==> src/xxh_pkg.sv <==
// package: xxh64 constants, sequencer states and shared arithmetic helpers
`default_nettype none
package xxh_pkg;
    localparam int unsigned STRIPE_BYTES = 32;
    localparam int unsigned FILL_W = $clog2(STRIPE_BYTES);
    localparam int unsigned WORD_W = 64;

    localparam logic [63:0] P1 = 64'h9e3779b185ebca87;
    localparam logic [63:0] P2 = 64'hc2b2ae3d27d4eb4f;
    localparam logic [63:0] P3 = 64'h165667b19e3779f9;
    localparam logic [63:0] P4 = 64'h85ebca77c2b2ae63;
    localparam logic [63:0] P5 = 64'h27d4eb2f165667c5;

    // multiplier operation selects (shared 64x64 low product unit)
    typedef enum logic [1:0] {
        t_MUL_IDLE,
        t_MUL_START
    } t_mul_cmd;

    typedef enum logic [4:0] {
        S_IDLE,
        S_LANE_MUL0,   // acc += word*P2
        S_LANE_MUL1,   // acc = rotl(acc,31)*P1
        S_LANE_NEXT,
        S_FIN_START,
        S_MRG_MUL0,    // v = acc*P2
        S_MRG_MUL1,    // v = rotl(v,31)*P1 ; h ^= v
        S_MRG_MUL2,    // h = h*P1 + P4
        S_ADD_LEN,
        S_T8_MUL0,
        S_T8_MUL1,
        S_T8_MUL2,
        S_T4_MUL0,
        S_T4_MUL1,
        S_T1_MUL0,
        S_T1_MUL1,
        S_AV_MUL0,
        S_AV_MUL1,
        S_OUT
    } t_state;

    typedef struct packed {
        logic        start;
        logic [63:0] a;
        logic [63:0] b;
    } t_mul_req;

    function automatic logic [63:0] rotl64(input logic [63:0] x, input logic [5:0] n);
        logic [127:0] d;
        d = {x, x} << n;
        return d[127:64];
    endfunction
endpackage
`default_nettype wire

==> src/xxh_mul.sv <==
// shared multi-cycle 64x64 multiplier, low 64 bits, 16-bit b digit per cycle
`default_nettype none
module xxh_mul (
    input  wire logic                 i_clk,
    input  wire logic                 i_rst_n,
    input  wire xxh_pkg::t_mul_req    i_req,
    output logic                      o_done,
    output logic [63:0]               o_prod
);
    import xxh_pkg::*;

    logic [63:0] r_a, n_a;
    logic [63:0] r_b, n_b;
    logic [63:0] r_acc, n_acc;
    logic [2:0]  r_cnt, n_cnt;
    logic        r_busy, n_busy;
    logic        r_done, n_done;
    logic [63:0] w_part;

    // 64x16 partial product, kept to the low 64 bits
    assign w_part = r_a * {48'd0, r_b[15:0]};

    always_comb begin
        n_a = r_a;
        n_b = r_b;
        n_acc = r_acc;
        n_cnt = r_cnt;
        n_busy = r_busy;
        n_done = 1'b0;
        if (i_req.start) begin
            n_a = i_req.a;
            n_b = i_req.b;
            n_acc = '0;
            n_cnt = '0;
            n_busy = 1'b1;
        end else if (r_busy) begin
            n_acc = r_acc + w_part;
            n_a = r_a << 16;
            n_b = r_b >> 16;
            n_cnt = r_cnt + 3'd1;
            if (r_cnt == 3'd3) begin
                n_busy = 1'b0;
                n_done = 1'b1;
            end
        end
    end

    always_ff @(posedge i_clk) begin
        if (!i_rst_n) begin
            r_busy <= 1'b0;
            r_done <= 1'b0;
            r_cnt <= '0;
        end else begin
            r_busy <= n_busy;
            r_done <= n_done;
            r_cnt <= n_cnt;
        end
        r_a <= n_a;
        r_b <= n_b;
        r_acc <= n_acc;
    end

    assign o_done = r_done;
    assign o_prod = r_acc;
endmodule
`default_nettype wire

==> config.mk <==
export PLATFORM = sky130hd
export DESIGN_NAME = xxh_mul
export DESIGN_NICKNAME = d
export VERILOG_FILES = /design/src/xxh_pkg.sv /design/src/xxh_mul.sv
export SDC_FILE = /design/constraint.sdc
export NUM_CORES = 2
export LEC_CHECK = 0
export BUFFER_PORTS_ARGS = -buffer_cell sky130_fd_sc_hd__buf_4
export CELL_PAD_IN_SITES_DETAIL_PLACEMENT = 0
export CELL_PAD_IN_SITES_GLOBAL_PLACEMENT = 2
export CORE_UTILIZATION = 41
export DETAILED_ROUTE_END_ITERATION = 12
export HOLD_SLACK_MARGIN = 0.03
export PLACE_DENSITY_LB_ADDON = 0.1
export SLEW_MARGIN = 5
export SYNTH_ARGS = -nofsm -noshare
export SYNTH_HDL_FRONTEND = slang
export SYNTH_SLANG_ARGS = --single-unit
export TNS_END_PERCENT = 20
==> constraint.sdc <==
create_clock -name i_clk -period 8.8 [get_ports i_clk]
set_clock_uncertainty 0.15 [all_clocks]
set_input_delay 1.32 -clock i_clk [delete_from_list [all_inputs] [get_ports i_clk]]
set_output_delay 1.32 -clock i_clk [all_outputs]
set_load 0.02 [all_outputs]
==> results.md <==
- Outcome: finished clean
- Worst reg2reg path depth: 23
- Post-Synthesis Cells: 3946
- CP startpoint kind: flop
- Synthesized area: 36400 sq um
- Area of the die: 90000 sq um
- GRT Overall Usage: 0.284
- Synth cell count leaders: 1049 x inv_1, 814 x fa_1, 698 x nand2_1, 291 x and2_1, 174 x clkbuf_1
- R2R Path End: o_prod[58]
- Placed cell count: 5162
- Global-route wire length before repair: 187 mm
- Synth Flop Type: edfxtp_1
- Fin. Hold Viols: 0
- DR pass1 iterations: 5
- # clock sinks: 197
- Root Driver: clkbuf_16
- Final wirelength: 121 mm
- Gpl congestion: 0.887
- Total number of vias: 26.5k
- Gr ovfl total: 0
- Final Instance Count excl. Fillers: 5195
- Worst endpoint required time: 9.04 ns
- Max Clk Rate: 126 MHz
- Initial Util: 0.416
- Max Cap Viol: 0
- R2R setup slack: 0.88 ns
- Multi-input gate area: 26500 sq um
- Per-cell routed wire length: 23.3 um
- Io pins: 196
- H-tree levels: 4
- Die Ht: 300 um
- Tcrit/Tclk final: 0.900
- Worst skew pair latency: 0.55 ns
- Hold Path Class: flop to flop
- PortBufs: 195
- Syn Nets: 4993
- Largest net degree at the start of global routing: 95
- Die span in x: 300 um
- Area grow syn2layout: 9.13%
- Ys async rst share: 0
- Util after Layout: 0.454
- Post-route minimum period: 7.92 ns
- CTS Hold Bufs: 0
- Netlist cell types: 73
- Critical path capture point type: flop
- Clock transition at path regs: 0.09 ns
- Rows: 108
- Share of the synthesized area in the top cell type: 0.448
- Core ar.: 87400 sq um
- CP Data Arrival Time: 8.16 ns
- Biggest area consumer among synthesized cells: fa_1
- Crit path from: r_b[8]
- Drt drc: 0
- Slew margin rel.: 0.224
- Register area share after synthesis: 0.144
- Setup_tns: 0 ns
- Final setup viols: 0
- Antenna Violating Nets Remaining: 0
- # Post-CTS Setup Buffers: 0
- WS Path Type: flop to flop
- Initial antenna violation count: 4
- Number of synthesized register bits: 197
- # resized after CTS: 0
- Number of global-route vias before repair: 28.8k
- Syn_area_per_cell: 9.23 sq um
- TritonCTS clock tree: yes
- Crit path max fanout: 14
- TritonCTS Buffers: 17
- Final net count: 5073
- Count leader, synth: inv_1
- Clock tree buffer depth: 2
- EDFF count, synth: 128
- Crit path to: o_prod[58]
- R2R Path Start: r_b[8]
- Area occupied by registers: 5230 sq um
- Via density: 5.09
- Yosys warns: 0
- Synth area leaders: fa_1 45%, inv_1 11%, edfxtp_1 11%
- Initial drt markers: 1551
- Fillers: 8646
- Pins Over Slew Limit: 0
- RSZ-0062 raised after global routing: no
- DP Wirelength: 91.7 mm
- Layout cells sized above 1: 0.0990
- Worst-margin pin slew: 1.16 ns
[critical path, cell delays in order, from the launching register on]
cell and delay, ns:
edfxtp_1 0.85, buf_4 0.33, nand2_1 0.10, fa_1 0.55
inv_1 0.06, fa_1 0.49, inv_1 0.05, fa_1 0.52
inv_1 0.05, fa_1 0.47, fa_1 0.50, inv_1 0.05
fa_1 0.50, inv_1 0.05, ha_1 0.38, nand4_1 0.26
nor2_1 0.23, o2111ai_1 0.32, o221ai_1 0.55, nor2_2 0.16
o31ai_1 0.56, a41oi_1 0.29, xor2_1 0.21, o22ai_1 0.08
[layer usage]
metal  global-route usage  vias to the layer above  routed length (um)
li1                     -                    11600                   -
met1                0.417                    14000               56700
met2                0.450                      780               55400
met3               0.0436                       69                7690
met4               0.0470                        0                1430
met5                    0                        -                   0
[flip-flops by register name, indices dropped and copies added (netlist names)]
register / cells
o_prod: 64
r_a: 64
r_b: 64
r_cnt: 3
o_done: 1
r_busy: 1
[how the worst min path moves through the flow]
| stage | endpoint | start | slack (ns) | cells past startpoint |
|---|---|---|---|---|
| 3_5_place_dp | r_cnt[2] | r_cnt[2] | 0.32 | 2 |
| 6_report | r_cnt[2] | r_cnt[2] | 0.34 | 2 |
| 2_1_floorplan | r_cnt[2] | r_cnt[2] | 0.31 | 2 |
| 4_1_cts | r_cnt[2] | r_cnt[2] | 0.34 | 2 |
| 5_1_grt | r_cnt[1] | r_cnt[1] | 0.37 | 2 |
| 3_3_place_gp | r_cnt[2] | r_cnt[2] | 0.32 | 2 |
[kinds of logic (layout without fill, tap and decap cells)]
family / after synthesis / after routing / synth area share
AOI/OAI and AO/OA: 239 / 239 / 0.0439
other: 0 / 1 / 0
buffers and inverters: 1246 / 1339 / 0.129
and+or+nand+nor: 1138 / 1138 / 0.143
adders and majority gates: 916 / 916 / 0.483
DFF: 197 / 197 / 0.144
xor gates and xnor gates: 81 / 81 / 0.0197
muxes: 129 / 129 / 0.0388
[cell usage in the layout, fill, tap and decap left out, types with 12 or more instances in the layout]
cell       instances
xnor2_1           54
ha_1             102
o22ai_1           18
mux2_2            96
clkbuf_16         17
xor2_1            26
inv_1           1048
buf_4            253
o21ai_0           27
a211oi_1          15
nand2_1          698
and2_1           291
nor2_1            79
nand3_1           12
edfxtp_1         128
dfxtp_1           68
a21o_1            23
fa_1             814
o21a_1            12
mux2i_1           33
a21oi_1           59
[per-stage QoR]
| stage | worst slack [ns] | instance area [sq um] | hold slack (ns) |
|---|---|---|---|
| final | 0.878 | 39700 | 0.336 |
| after global routing | 0.630 | 39700 | 0.375 |
| after CTS | 0.946 | 39700 | 0.336 |
| after detailed placement | 1.01 | 39100 | 0.322 |
| after global placement | 1.04 | 39100 | 0.323 |
| after floorplan | 2.25 | 36400 | 0.306 |
[cell type report]
cell class	count	area share
diodes	1	0.0000630
clock buffers	18	0.0111
clock inverters	14	0.00482
inverters	1049	0.0992
multi-input cells	2503	0.667
flip-flops and latches	197	0.132
well taps	1155	0.0364
repair buffers	258	0.0501
Power is left out: the tool's default activity adds up to more than one toggle a clock period on the data nets, which glitch-free logic cannot reach.
